[src/hdl/rdd_pkg.sv]
// Package for the resource deadlock detector.
// Holds field widths, command and status codes, and the item and result structs.
// No dependencies.
`timescale 1ns / 1ps

package rdd_pkg;

    // Default table sizes for the top-level parameters.
    localparam int NUM_RESOURCES_DEF = 8;
    localparam int NUM_THREADS_DEF   = 16;

    // Fixed field widths of the stream words.
    localparam int ID_W        = 4;
    localparam int STATUS_W    = 3;
    localparam int IN_TDATA_W  = 8;
    localparam int OUT_TDATA_W = 8;

    typedef enum logic
    {
        CMD_REQUEST = 1'b0,
        CMD_RELEASE = 1'b1
    } cmd_t;

    typedef enum logic [STATUS_W-1:0]
    {
        STS_GRANTED   = 3'd0,
        STS_WAITING   = 3'd1,
        STS_DEADLOCK  = 3'd2,
        STS_RELEASED  = 3'd3,
        STS_NOT_OWNER = 3'd4,
        STS_BAD_RES   = 3'd5
    } status_t;

    // One input word.
    typedef struct packed
    {
        cmd_t            command;
        logic [ID_W-1:0] thread_num;
        logic [ID_W-1:0] res_num;
    } item_t;

    // One result word.
    typedef struct packed
    {
        status_t         status;
        logic            handover_valid;
        logic [ID_W-1:0] handover_thread;
    } result_t;

endpackage

[src/hdl/rdd_core.sv]
// Command engine of the resource deadlock detector: owner and pending memories,
// valid bits, and the sequencer that walks the wait-for chain and scans waiters.
// Depends on rdd_pkg.
`timescale 1ns / 1ps

module rdd_core #(
    parameter int NUM_RESOURCES = rdd_pkg::NUM_RESOURCES_DEF,
    parameter int NUM_THREADS   = rdd_pkg::NUM_THREADS_DEF
) (
    input  logic             clk,
    input  logic             rst_n,
    input  logic             in_valid,
    output logic             in_ready,
    input  rdd_pkg::item_t   in_item,
    output logic             res_valid,
    input  logic             res_ready,
    output rdd_pkg::result_t res_word
);

    import rdd_pkg::*;

    localparam int RES_W = (NUM_RESOURCES > 1) ? $clog2(NUM_RESOURCES) : 1;
    localparam int THR_W = $clog2(NUM_THREADS);
    localparam int HOP_W = $clog2(NUM_THREADS + 1);

    typedef enum logic [5:0]
    {
        ST_IDLE = 6'b000001,
        ST_OWN  = 6'b000010,
        ST_CHK  = 6'b000100,
        ST_PEND = 6'b001000,
        ST_SCAN = 6'b010000,
        ST_DONE = 6'b100000
    } state_t;

    state_t                   state_reg, state_next;
    cmd_t                     cmd_reg, cmd_next;
    logic [ID_W-1:0]          thr_reg, thr_next;
    logic [RES_W-1:0]         res_reg, res_next;
    logic [HOP_W-1:0]         hop_reg, hop_next;
    logic [THR_W-1:0]         idx_reg, idx_next;
    result_t                  result_reg, result_next;
    logic [NUM_RESOURCES-1:0] own_valid_reg, own_valid_next;
    logic [NUM_THREADS-1:0]   pend_valid_reg, pend_valid_next;

    // Owner memory: owning thread per resource.
    logic [THR_W-1:0] own_mem [NUM_RESOURCES];
    logic             own_we;
    logic [RES_W-1:0] own_wa;
    logic [THR_W-1:0] own_wd;
    logic             own_re;
    logic [RES_W-1:0] own_ra;
    logic [THR_W-1:0] own_rd_data_reg;

    // Pending memory: awaited resource per thread.
    logic [RES_W-1:0] pend_mem [NUM_THREADS];
    logic             pend_we;
    logic [THR_W-1:0] pend_wa;
    logic [RES_W-1:0] pend_wd;
    logic             pend_re;
    logic [THR_W-1:0] pend_ra;
    logic [RES_W-1:0] pend_rd_data_reg;

    logic             res_bad;
    logic             thr_ok;
    logic [THR_W-1:0] thr_idx;

    assign in_ready  = (state_reg == ST_IDLE);
    assign res_valid = (state_reg == ST_DONE);
    assign res_word  = result_reg;

    assign res_bad = ({1'b0, in_item.res_num} >= (ID_W + 1)'(NUM_RESOURCES));
    assign thr_ok  = ({1'b0, thr_reg} < (ID_W + 1)'(NUM_THREADS));
    assign thr_idx = thr_reg[THR_W-1:0];

    // Memory ports with registered read data.
    always_ff @(posedge clk)
    begin
        if (own_we)
        begin
            own_mem[own_wa] <= own_wd;
        end
        if (own_re)
        begin
            own_rd_data_reg <= own_mem[own_ra];
        end
        if (pend_we)
        begin
            pend_mem[pend_wa] <= pend_wd;
        end
        if (pend_re)
        begin
            pend_rd_data_reg <= pend_mem[pend_ra];
        end
    end

    // Control and valid-bit registers.
    always_ff @(posedge clk or negedge rst_n)
    begin
        if (!rst_n)
        begin
            state_reg      <= ST_IDLE;
            own_valid_reg  <= '0;
            pend_valid_reg <= '0;
        end
        else
        begin
            state_reg      <= state_next;
            own_valid_reg  <= own_valid_next;
            pend_valid_reg <= pend_valid_next;
        end
    end

    // Item payload and walk counters.
    always_ff @(posedge clk)
    begin
        cmd_reg    <= cmd_next;
        thr_reg    <= thr_next;
        res_reg    <= res_next;
        hop_reg    <= hop_next;
        idx_reg    <= idx_next;
        result_reg <= result_next;
    end

    // Sequencer: owner lookup, chain walk, waiter scan.
    always_comb
    begin
        state_next      = state_reg;
        cmd_next        = cmd_reg;
        thr_next        = thr_reg;
        res_next        = res_reg;
        hop_next        = hop_reg;
        idx_next        = idx_reg;
        result_next     = result_reg;
        own_valid_next  = own_valid_reg;
        pend_valid_next = pend_valid_reg;
        own_we          = 1'b0;
        own_wa          = res_reg;
        own_wd          = thr_idx;
        own_re          = 1'b0;
        own_ra          = res_reg;
        pend_we         = 1'b0;
        pend_wa         = thr_idx;
        pend_wd         = res_reg;
        pend_re         = 1'b0;
        pend_ra         = idx_reg;

        unique case (state_reg)
            ST_IDLE:
            begin
                if (in_valid)
                begin
                    cmd_next = in_item.command;
                    thr_next = in_item.thread_num;
                    res_next = in_item.res_num[RES_W-1:0];
                    if (res_bad)
                    begin
                        result_next = '{STS_BAD_RES, 1'b0, '0};
                        state_next  = ST_DONE;
                    end
                    else
                    begin
                        own_re     = 1'b1;
                        own_ra     = in_item.res_num[RES_W-1:0];
                        state_next = ST_OWN;
                    end
                end
            end

            ST_OWN:
            begin
                if (cmd_reg == CMD_REQUEST)
                begin
                    if (!thr_ok)
                    begin
                        result_next = '{STS_BAD_RES, 1'b0, '0};
                        state_next  = ST_DONE;
                    end
                    else
                    begin
                        // Any request drops the thread's old pending entry.
                        pend_valid_next[thr_idx] = 1'b0;
                        if (!own_valid_reg[res_reg])
                        begin
                            own_valid_next[res_reg] = 1'b1;
                            own_we                  = 1'b1;
                            result_next             = '{STS_GRANTED, 1'b0, '0};
                            state_next              = ST_DONE;
                        end
                        else if (own_rd_data_reg == thr_idx)
                        begin
                            result_next = '{STS_GRANTED, 1'b0, '0};
                            state_next  = ST_DONE;
                        end
                        else
                        begin
                            pend_valid_next[thr_idx] = 1'b1;
                            pend_we                  = 1'b1;
                            hop_next                 = '0;
                            state_next               = ST_CHK;
                        end
                    end
                end
                else
                begin
                    if (!own_valid_reg[res_reg] || !thr_ok || own_rd_data_reg != thr_idx)
                    begin
                        result_next = '{STS_NOT_OWNER, 1'b0, '0};
                        state_next  = ST_DONE;
                    end
                    else
                    begin
                        pend_re    = 1'b1;
                        pend_ra    = '0;
                        idx_next   = '0;
                        state_next = ST_SCAN;
                    end
                end
            end

            // The thread in own_rd_data_reg is the current node of the chain.
            ST_CHK:
            begin
                if (hop_reg == HOP_W'(NUM_THREADS))
                begin
                    result_next = '{STS_WAITING, 1'b0, '0};
                    state_next  = ST_DONE;
                end
                else if (own_rd_data_reg == thr_idx)
                begin
                    result_next = '{STS_DEADLOCK, 1'b0, '0};
                    state_next  = ST_DONE;
                end
                else if (!pend_valid_reg[own_rd_data_reg])
                begin
                    result_next = '{STS_WAITING, 1'b0, '0};
                    state_next  = ST_DONE;
                end
                else
                begin
                    pend_re    = 1'b1;
                    pend_ra    = own_rd_data_reg;
                    state_next = ST_PEND;
                end
            end

            // The resource the current node waits on; fetch its owner.
            ST_PEND:
            begin
                if (!own_valid_reg[pend_rd_data_reg])
                begin
                    result_next = '{STS_WAITING, 1'b0, '0};
                    state_next  = ST_DONE;
                end
                else
                begin
                    own_re     = 1'b1;
                    own_ra     = pend_rd_data_reg;
                    hop_next   = hop_reg + 1'b1;
                    state_next = ST_CHK;
                end
            end

            // One waiter per cycle, lowest thread first; next read overlaps the compare.
            ST_SCAN:
            begin
                if (pend_valid_reg[idx_reg] && pend_rd_data_reg == res_reg)
                begin
                    own_we                   = 1'b1;
                    own_wd                   = idx_reg;
                    pend_valid_next[idx_reg] = 1'b0;
                    result_next              = '{STS_RELEASED, 1'b1, ID_W'(idx_reg)};
                    state_next               = ST_DONE;
                end
                else if (idx_reg == THR_W'(NUM_THREADS - 1))
                begin
                    own_valid_next[res_reg] = 1'b0;
                    result_next             = '{STS_RELEASED, 1'b0, '0};
                    state_next              = ST_DONE;
                end
                else
                begin
                    idx_next = idx_reg + 1'b1;
                    pend_re  = 1'b1;
                    pend_ra  = idx_reg + 1'b1;
                end
            end

            ST_DONE:
            begin
                if (res_ready)
                begin
                    state_next = ST_IDLE;
                end
            end

            default:
            begin
                state_next = ST_IDLE;
            end
        endcase
    end

endmodule

[src/hdl/resource_deadlock_detector.sv]
// Top level of the resource deadlock detector: stream ports and output register.
// Depends on rdd_pkg and rdd_core.
`timescale 1ns / 1ps

// The block keeps one owner per resource and at most one pending request per
// thread, and answers each command word with one result word. It works on one
// word at a time. A word with a bad resource goes straight to its result. A
// grant, a release refused or a bad thread first passes the owner lookup. A
// request that waits walks the wait-for chain with two memory reads per hop (one
// of the pending memory, one of the owner memory), for at most NUM_THREADS hops.
// A release by the owner scans the pending memory one thread per cycle, lowest
// thread first, and stops at the first waiter or after the last thread when
// nobody waits. A new word is taken in the cycle after the previous result
// moves to the output register, which holds it until the master side takes
// it. No clearing pass is needed after reset.

module resource_deadlock_detector #(
    parameter int NUM_RESOURCES = rdd_pkg::NUM_RESOURCES_DEF,
    parameter int NUM_THREADS   = rdd_pkg::NUM_THREADS_DEF
) (
    input  logic                           clk,
    input  logic                           rst_n,
    input  logic                           s_axis_tvalid,
    output logic                           s_axis_tready,
    // Fields from bit 0: thread_num[3:0], res_num[7:4].
    input  logic [rdd_pkg::IN_TDATA_W-1:0] s_axis_tdata,
    // Fields: command (0 request, 1 release).
    input  logic                           s_axis_tuser,
    output logic                           m_axis_tvalid,
    input  logic                           m_axis_tready,
    // Fields from bit 0: status[2:0], handover_thread[6:3], zero pad [7].
    output logic [rdd_pkg::OUT_TDATA_W-1:0] m_axis_tdata,
    // Fields: handover_valid.
    output logic                           m_axis_tuser
);

    import rdd_pkg::*;

    item_t   in_item;
    result_t core_word;
    logic    core_valid;
    logic    core_ready;
    result_t out_reg;
    logic    out_valid_reg;

    assign in_item.command    = cmd_t'(s_axis_tuser);
    assign in_item.thread_num = s_axis_tdata[ID_W-1:0];
    assign in_item.res_num    = s_axis_tdata[2*ID_W-1:ID_W];

    rdd_core #(
        .NUM_RESOURCES (NUM_RESOURCES),
        .NUM_THREADS   (NUM_THREADS)
    ) u_core (
        .clk       (clk),
        .rst_n     (rst_n),
        .in_valid  (s_axis_tvalid),
        .in_ready  (s_axis_tready),
        .in_item   (in_item),
        .res_valid (core_valid),
        .res_ready (core_ready),
        .res_word  (core_word)
    );

    // The output register takes a result whenever it is empty or being emptied.
    assign core_ready = !out_valid_reg || m_axis_tready;

    always_ff @(posedge clk or negedge rst_n)
    begin
        if (!rst_n)
        begin
            out_valid_reg <= 1'b0;
        end
        else if (core_ready)
        begin
            out_valid_reg <= core_valid;
        end
    end

    always_ff @(posedge clk)
    begin
        if (core_ready && core_valid)
        begin
            out_reg <= core_word;
        end
    end

    assign m_axis_tvalid = out_valid_reg;
    assign m_axis_tdata  = {1'b0, out_reg.handover_thread, out_reg.status};
    assign m_axis_tuser  = out_reg.handover_valid;

endmodule
[config.mk]
export PLATFORM = sky130hd
export DESIGN_NAME = resource_deadlock_detector
export DESIGN_NICKNAME = d
export VERILOG_FILES = /design/src/hdl/rdd_pkg.sv /design/src/hdl/rdd_core.sv /design/src/hdl/resource_deadlock_detector.sv
export SDC_FILE = /design/constraint.sdc
export NUM_CORES = 1
export LEC_CHECK = 0
export BUFFER_PORTS_ARGS = -buffer_cell sky130_fd_sc_hd__buf_4
export CAP_MARGIN = 10
export CORE_MARGIN = 5
export CORE_UTILIZATION = 59
export CTS_CLUSTER_SIZE = 30
export DETAILED_ROUTE_END_ITERATION = 8
export GPL_ROUTABILITY_DRIVEN = 0
export GPL_TIMING_DRIVEN = 0
export PLACE_DENSITY = 0.76
export SKIP_CTS_REPAIR_TIMING = 1
export SLEW_MARGIN = 10
export SYNTH_ARGS = -nofsm -noshare
export SYNTH_HDL_FRONTEND = slang
export SYNTH_HIERARCHICAL = 1
export SYNTH_SLANG_ARGS = --single-unit
[constraint.sdc]
create_clock -name clk -period 4.8 [get_ports clk]
set_input_delay 0.24 -clock clk [delete_from_list [all_inputs] [get_ports clk]]
set_output_delay 0.24 -clock clk [all_outputs]
set_load 0.005 [all_outputs]
==> impl_metrics.toml, run 1 <==
[layout]
fill_cells = 958
layout.nets = 689
multi_input_area_mm2 = 0.002930
drive_gt1_share_pct = 16.84
fin_area_mm2 = 0.008517
diodes = 0
synthToLayoutAreaGrowth_pct = 13.60
layout_commonest_cell = "edfxtp_1"
instances_no_fill = 855
regArea_mm2 = 0.004380
final_cell_mix = "edfxtp_1 (120), o21ai_0 (52), nor2_1 (48)"

[job]
maxCapViolCount = 0

[clocking]
cts_made_buffers = 17
cts_buffer_depth = 2
htreeDepth = 4
cts_tree = "done"
insertion_delay_ns = 0.43
clock-sinks = 151
cts-root-buf = "clkbuf_16"
clk_pin_slew_ns = 0.06

[detailed_routing]
drc = 0
vias = 5418
drt_iter0_drc = 862
wire_per_inst_um = 19.78
routed_wl_um = 16910
dr.pass1.iters = 8
drtAntennaViolNets = 0
vias_per_cell = 6.337

[yosys]
synthesis.area_mm2 = 0.007497
synth-main-ff-cell = "edfxtp_1"
seq_area_frac_synth_pct = 58.43
synth_top_area_cell = "edfxtp_1"
ys_ff_latch = 151
ys_warn_count = 6
syn-instance-count = 620
synth_edf_count = 120
synth_cell_types = 76
synth_nets = 639
async_flop_share_pct = 20.53
synth_area_leaders = "edfxtp_1 (48%), dfrtp_1 (10%), mux2i_1 (6.1%)"
netlist.area_leader.share_pct = 48.06
synth_area_per_cell_um2 = 12.09

[worst_setup_path]
worstSetupPathType = "reg -> reg"
crit_fanout = 17
timing.rr.start = "u_core/own_wa[0]$_DFFE_PP_"
required_ns = 4.86
rrSetupSlack_ns = 0.77
startpoint_type = "register"
arrival_ns = 4.09
r2r_end = "u_core/own_mem[0][0]$_DFFE_PP_"
end_kind = "register"
r2r_cells = 9

[sta]
fin_crit_sh_pct = 83.98
tns_ns = 0
slew_viol_final = 0
finClkSkew_ns = 0.01320
grt_setup_unrepaired = "false"
relSlewSlack_pct = 36.77
min_period_ns = 4.031
hold_viol_final = 0
setup_viol = 0
tightest_slew_ns = 0.9422
clock.fmax_ghz = 0.2481

[placement]
place_area_mm2 = 0.007878
dpl.hpwl_um = 12050
dp_cells = 814
io_buffers = 22

[hold_path]
holdCritStartpoint = "s_axis_tdata[7]"
min_path_cells = 2
hold_end = "u_core/state_reg[1]$_DFFE_PN0P_"
hp-class = "in -> reg"

[grt]
grt_pass1_vias = 5263
grt_pass1_wl_um = 27070
grt_max_degree = 32
grt_usage_pct = 24.08
antenna_found_initial = 0
overflow = 0

[floorplanning]
die_area_mm2 = 0.01506
die_h_um = 122.7
io_pins = 24
rows = 41
chipWidth_um = 122.7
core-area_mm2 = 0.01252
initial_utilization_pct = 59.90

[power]
intPower_mw = 2.306
p_sw_share_pct = 25.85
p_per_area_mw_per_mm2 = 365.2
switchingPower_uw = 804.0
finalPower_mw = 3.110
ir_worst_vdd_mv = 0.2261
pwr-share-clk_pct = 39.1
p_seq_share_pct = 49.5
p_leak_nw = 3.190
combPwrFrac_pct = 11.3

[run_status]
status = "finished, final reports clean"
## final cells by class
cell class,instances,area share (%)
plain buffers,30,1.719
clock buffers,18,5.039
clock inverters,14,1.352
inverters,12,0.5289
multi-input cells,427,34.41
flip-flops and latches,151,51.43
well taps,172,2.527
repair buffers,31,2.997
## worst max-delay path, stage by stage (launching register included)
cell      delay (ns)
edfxtp_1        0.76
clkbuf_1        0.40
xnor2_1         0.18
nand3_1         0.16
nor4_1          0.44
nor2_1          0.23
nor2_1          0.58
or2_2           0.27
nand2b_1        0.11
nor3_1          0.53
## synthesized netlist by cell type, drive strengths merged (4+ instances only)
master and count:
inv 12, mux2 20, ha 6, nand3 28, mux2i 46, and3 19
a211oi 11, buf 11, or2 11, clkbuf 19, and2 9, nor2b 13
mux4 4, o21ai 54, nand2 30, nand2b 9, a21oi 14, a22oi 8
xnor2 8, nor3 12, nor2 49, a31oi 20, edfxtp 120, dfrtp 30
## routing by layer
layer	up-vias	global-route usage, %	part of all wire [%]
met5	-	0	0
met4	0	12.18	4.4
met3	73	5.991	8.6
met2	319	39.15	47
met1	2566	29.99	40
li1	2460	-	-
## cell families (layout without fill, tap and decap cells)
| family | after synthesis | after routing | synth area share, % |
|---|---|---|---|
| and+or+nand+nor | 200 | 200 | 14.29 |
| DFF | 151 | 151 | 58.43 |
| AOI/OAI and AO/OA | 139 | 139 | 12.05 |
| muxes | 70 | 70 | 10.35 |
| buffers and inverters | 42 | 105 | 2.553 |
| xor gates and xnor gates | 11 | 11 | 1.285 |
| adders and majority gates | 6 | 6 | 1.001 |
| other | 1 | 1 | 0.05002 |
## power groups by stage
stage | Sequential (mW) | Combinational (mW) | Clock (mW)
after global routing | 1.55 | 0.384 | 1.30
after CTS | 1.54 | 0.342 | 1.24
after global placement | 1.56 | 0.332 | 0
after floorplan | 1.54 | 0.245 | 0
after detailed placement | 1.57 | 0.340 | 0
final | 1.54 | 0.352 | 1.22
## worst max-delay path by stage
stage / startpoint / to / cells past startpoint
2_1_floorplan: u_core/own_wa[1]$_DFFE_PP_ / u_core/pend_rd_data_reg[1]$_DFFE_PP_ / 11
3_3_place_gp: u_core/own_wa[0]$_DFFE_PP_ / u_core/own_mem[0][3]$_DFFE_PP_ / 9
3_5_place_dp: u_core/own_wa[1]$_DFFE_PP_ / u_core/res_word[1]$_DFFE_PP_ / 8
4_1_cts: u_core/own_wa[1]$_DFFE_PP_ / u_core/res_word[1]$_DFFE_PP_ / 8
5_1_grt: u_core/own_wa[0]$_DFFE_PP_ / u_core/own_mem[0][0]$_DFFE_PP_ / 9
6_report: u_core/own_wa[0]$_DFFE_PP_ / u_core/own_mem[0][0]$_DFFE_PP_ / 9
## per-stage QoR
stage	setup slack, ns	hold slack (ns)	utilization [%]
2_1_floorplan	1.598	-0.05559	-
3_3_place_gp	0.8262	0.1991	62.93
3_5_place_dp	0.7701	0.2029	62.93
4_1_cts	0.7465	-0.2474	67.28
5_1_grt	0.4528	0.04757	68.04
6_report	0.7690	0.04971	68.04
(Power assumes the default switching activity.)
==> run 2: changes to the inputs <==
CORE_UTILIZATION = 56   (was 59)
clock period = 3.6 ns   (was 4.8 ns; I/O delays follow)
==> run 2 against run 1 <==
Routed wire length up 3.0%. Final cell count grew 1.6%. First-iteration DRC count down 21%.
==> impl_metrics.toml, run 2 (synthesis results as in run 1) <==
[detailed_routing]
vias_per_cell = 6.322
routed_wl_um = 17410
met1_length_um = 7080
drtAntennaViolNets = 0
wl_met3_um = 1358
vias = 5494
dr.pass1.iters = 6
met2_length_um = 8154
wire_per_inst_um = 20.04
drc = 0
dr.max_layer_used = "met4"
drt_iter0_drc = 678

[power]
finalPower_mw = 4.376
p_leak_nw = 3.295
p_per_area_mw_per_mm2 = 501.1
ir_worst_vdd_mv = 0.3441

[hold_path]
hp-class = "in -> reg"

[layout]
layout.nets = 699
fill_cells = 940
diodes = 0
final_cell_mix = "edfxtp_1 (120), o21ai_0 (51), mux2i_1 (46), nor2_1 (46), buf_4 (36)"
drive_gt1_share_pct = 19.19
layout_commonest_cell = "edfxtp_1"
final_util_pct = 66.22
multi_input_area_mm2 = 0.002983
synthToLayoutAreaGrowth_pct = 16.51
regArea_mm2 = 0.004380

[sta]
grt_setup_unrepaired = "true"
min_period_ns = 3.544
fin_crit_sh_pct = 98.45
finClkSkew_ns = 0.007964
tightest_slew_ns = 1.026
hold_viol_final = 0
relSlewSlack_pct = 31.14
setup_viol = 0
clock.fmax_ghz = 0.2821
slew_viol_final = 0

[grt]
grt_pass1_vias = 5434
grt_usage_pct = 22.63
overflow = 0
grt_pass1_wl_um = 28130
grt_max_degree = 32
antenna_found_initial = 0

[worst_setup_path]
worst_path_max_delay_cell = "or4_4"
path_cells = "or4_4 > or2_2 > buf_2 > nor2_2 > and4bb_2 > a21oi_1 > clkbuf_1 > nand3_1 > a31oi_1 > a211oi_1 > o221ai_1"
required_ns = 3.73
startpoint_type = "register"
worstSetupPathType = "reg -> reg"
arrival_ns = 3.67
end_kind = "register"
crit_fanout = 10
critPathMaxStageDelay_ns = 0.58

[floorplanning]
die_area_mm2 = 0.01580
chipWidth_um = 125.7
core-area_mm2 = 0.01319
initial_utilization_pct = 56.84
io_pins = 24
die_h_um = 125.7
rows = 42

[clocking]
cts-root-buf = "clkbuf_16"
htreeDepth = 4
clk_pin_slew_ns = 0.06
cts_made_buffers = 17
cts_tree = "done"
insertion_delay_ns = 0.42
cts_buffer_depth = 2
clock-sinks = 151

[placement]
io_buffers = 22
dpl.hpwl_um = 12290

[run_status]
status = "finished, final reports clean"

[job]
maxCapViolCount = 0
-- run 2: per-layer routing --
layer / vias to the layer above / GRT usage, %
li1: 2484 / -
met1: 2675 / 28.62
met2: 270 / 36.66
met3: 65 / 5.377
met4: 0 / 11.35
met5: - / 0
-- run 2: stage by stage --
stage | std cells | hold WS (ns) | instance area, µm² | TNS (ns) | setup WS [ns]
6_report | 869 | 0.04622 | 8735 | 0 | 0.05574
5_1_grt | 869 | 0.03752 | 8735 | -0.07968 | -0.04654
4_1_cts | 850 | -0.3108 | 8498 | -18.77 | -0.5211
3_5_place_dp | 818 | 0.1454 | 7883 | -18.52 | -0.4851
3_3_place_gp | 818 | 0.1404 | 7883 | -11.69 | -0.3705
2_1_floorplan | 620 | -0.1156 | 7497 | 0 | 0.3984
-- run 2: cell type report --
cell class                      count  area share (%)
Buffer                             28           1.633
Clock buffer                       21           5.271
Clock inverter                     11           1.776
Inverter                           12          0.5157
Multi-Input combinational cell    427           34.15
Sequential cell                   151           50.15
Tap cell                          176           2.521
Timing Repair Buffer               43           3.982
-- run 2: power by group --
| group | switching (mW) | internal (mW) |
|---|---|---|
| Clock | 0.640 | 1.19 |
| Combinational | 0.291 | 0.213 |
| Sequential | 0.0657 | 1.98 |
| Total | 0.997 | 3.38 |
-- run 2: worst paths after layout --
kind,start,end,slack (ns),cells past startpoint
setup / recovery,u_core/state_reg[1]$_DFFE_PN0P_,u_core/pend_rd_data_reg[0]$_DFFE_PP_,0.06,11
hold / removal,m_axis_tready,m_axis_tvalid$_DFFE_PN0P_,0.05,3
setup reg to reg,u_core/state_reg[1]$_DFFE_PN0P_,u_core/pend_rd_data_reg[0]$_DFFE_PP_,0.06,11
hold reg to reg,u_core/res_word[7]$_DFFE_PP_,m_axis_tdata[2]$_DFFE_PP_,0.42,0
max in group asynchronous,rst_n,u_core/state_reg[0]$_DFFE_PN1P_,3.02,2
min in group asynchronous,rst_n,async pin,0.24,2
-- run 2: critical path: cells and delay by family (launching register included) --
| family | cells | cell delay [ns] |
|---|---|---|
| AO/OA/AOI/OAI | 4 | 0.77 |
| buffers and inverters | 2 | 0.44 |
| flip-flops | 1 | 0.44 |
| AND/OR/NAND/NOR | 5 | 1.60 |
==> run 3: changes to the inputs <==
ABC_AREA = 1   (was not set)
CORE_UTILIZATION = 57   (was 56)
PLACE_DENSITY = 0.77   (was 0.76)
==> run 3 against run 2 <==
The run now ends with negative setup slack left. Synthesized cell count grew 43%. Final area grew 3.5%. Register-to-register slack lost 0.10 ns. Worst hold slack lost 0.023 ns. Power grew 17%. Largest power group unchanged.
==> impl_metrics.toml, run 3 <==
[detailed_routing]
drc = 0
drtAntennaViolNets = 0
vias_per_cell = 5.724
vias = 6457
routed_wl_um = 19850
wire_per_inst_um = 17.60
drt_iter0_drc = 990
dr.pass1.iters = 6

[worst_setup_path]
end_kind = "register"
arrival_ns = 3.70
path_cells = "buf_2 > xnor2_1 > nand4_1 > a21oi_2 > nand2_2 > nor2_4 > inv_4 > nand2_1 > inv_1 > nor4_1"
startpoint_type = "register"
critPathMaxStageDelay_ns = 0.83
crit_fanout = 18
worst_path_max_delay_cell = "edfxtp_1"
required_ns = 3.66
worstSetupPathType = "reg -> reg"

[sta]
fin_crit_sh_pct = 101.2
min_period_ns = 3.645
hold_viol_final = 0
timing.hold.ws_ns = 0.02332
finClkSkew_ns = 0.006479
slew_viol_final = 0
tns_ns = -0.1757
relSlewSlack_pct = 36.48
setup_viol = 4
clock.fmax_ghz = 0.2744
setup_ws_ns = -0.04458
tightest_slew_ns = 0.9441
grt_setup_unrepaired = "true"

[yosys]
synth_top_area_cell = "edfxtp_1"
synth_area_per_cell_um2 = 8.991
yosys-top-cells-count = "nand2_1 (175), inv_1 (128), edfxtp_1 (120)"
seq_area_frac_synth_pct = 55.12
synth_area_leaders = "edfxtp_1 (45%), dfrtp_1 (9.4%), nand2_1 (8.3%)"
synth_edf_count = 120
ys_ff_latch = 151
synthesis.area_mm2 = 0.007948
ys_warn_count = 6
synth_cell_types = 47
netlist.area_leader.share_pct = 45.34
synth-main-ff-cell = "edfxtp_1"
syn-instance-count = 884
yosysMostFrequentCell = "nand2_1"
async_flop_share_pct = 20.53
synth_nets = 903

[clocking]
cts-root-buf = "clkbuf_16"
insertion_delay_ns = 0.43
clk_pin_slew_ns = 0.06
clock-sinks = 151
cts_tree = "done"
cts_buffer_depth = 2
htreeDepth = 4
cts_made_buffers = 17

[grt]
grt_pass1_vias = 5959
overflow = 0
grt_usage_pct = 24.83
grt_pass1_wl_um = 31260
grt_max_degree = 32
antenna_found_initial = 0

[power]
p_sw_share_pct = 30.63
intPower_mw = 3.547
p_leak_nw = 3.854
pwr-share-clk_pct = 35.3
finalPower_mw = 5.113
p_per_area_mw_per_mm2 = 565.3
ir_worst_vdd_mv = 0.4459
p_seq_share_pct = 43.6
combPwrFrac_pct = 21.1
switchingPower_mw = 1.566

[layout]
final_util_pct = 65.66
layout_commonest_cell = "nand2_1"
layout.nets = 954
instances_no_fill = 1128
drive_gt1_share_pct = 13.19
synthToLayoutAreaGrowth_pct = 13.79
fin_area_mm2 = 0.009044
fill_cells = 1144
diodes = 0
final_cell_mix = "nand2_1 (175), inv_1 (128), edfxtp_1 (120)"

[floorplanning]
die_area_mm2 = 0.01640
initial_utilization_pct = 57.70
core-area_mm2 = 0.01377
rows = 43
chipWidth_um = 128.1
io_pins = 24
die_h_um = 128.1

[placement]
place_ws_ns = -0.0003408
dpl.hpwl_um = 13870
io_buffers = 22
dp_cells = 1086
place_area_mm2 = 0.008338

[hold_path]
hp-class = "in -> reg"

[run_status]
violations = "negative setup slack"
status = "finished with violations"

[job]
maxCapViolCount = 0
run 3: cells by family after synthesis:
| kind of cell | count (synthesis) | synth area share [%] |
|---|---|---|
| AND/OR/NAND/NOR | 411 | 24.15 |
| buffers and inverters | 181 | 9.603 |
| flip-flops | 151 | 55.12 |
| AO/OA/AOI/OAI | 130 | 9.698 |
| adder cells (fa/ha/maj) | 6 | 0.9446 |
| XOR/XNOR | 4 | 0.4409 |
| other | 1 | 0.04718 |
run 3: per-layer routing:
layer	vias to the layer above	track usage (%)	routed length [µm]
li1	3055	-	-
met1	3002	33.19	8054
met2	334	39.68	9322
met3	66	5.708	1798
met4	0	9.426	678
met5	-	0	0
run 3: final cells by class:
type,count,area [µm²],share of cell area [%]
repair buffers,32,266.5,2.947
well taps,180,225.2,2.490
inverters,148,558.0,6.170
clock inverters,15,176.4,1.951
clock buffers,17,425.4,4.704
plain buffers,33,205.2,2.269
multi-input cells,552,2806,31.03
flip-flops and latches,151,4380,48.44
run 3: path summary, 6_finish.rpt:
path	startpoint	endpoint	slack [ns]	depth (start not counted)
max reg2reg	u_core/own_wa[2]$_DFFE_PP_	u_core/own_mem[4][2]$_DFFE_PP_	-0.04	10
min in group asynchronous	rst_n	async pin	0.23	2
min	m_axis_tready	m_axis_tvalid$_DFFE_PN0P_	0.02	4
min reg2reg	u_core/res_word[5]$_DFFE_PP_	m_axis_tdata[0]$_DFFE_PP_	0.42	0
max	u_core/own_wa[2]$_DFFE_PP_	u_core/own_mem[4][2]$_DFFE_PP_	-0.04	10
max in group asynchronous	rst_n	u_core/state_reg[0]$_DFFE_PN1P_	3.03	2
run 3: worst max-delay path: cells and delay by family (launching register included):
kind,cells,cell delay [ns]
buffers and inverters,3,0.59
XOR/XNOR,1,0.14
AND/OR/NAND/NOR,5,1.45
flip-flops,1,0.83
AO/OA/AOI/OAI,1,0.26
run 3: power groups by stage:
stage	logic (mW)	registers [mW]	clock network, mW
2_1_floorplan	0.738	2.22	0
3_3_place_gp	1.00	2.26	0
3_5_place_dp	1.03	2.27	0
4_1_cts	1.04	2.23	1.83
5_1_grt	1.20	2.25	1.91
6_report	1.08	2.23	1.80
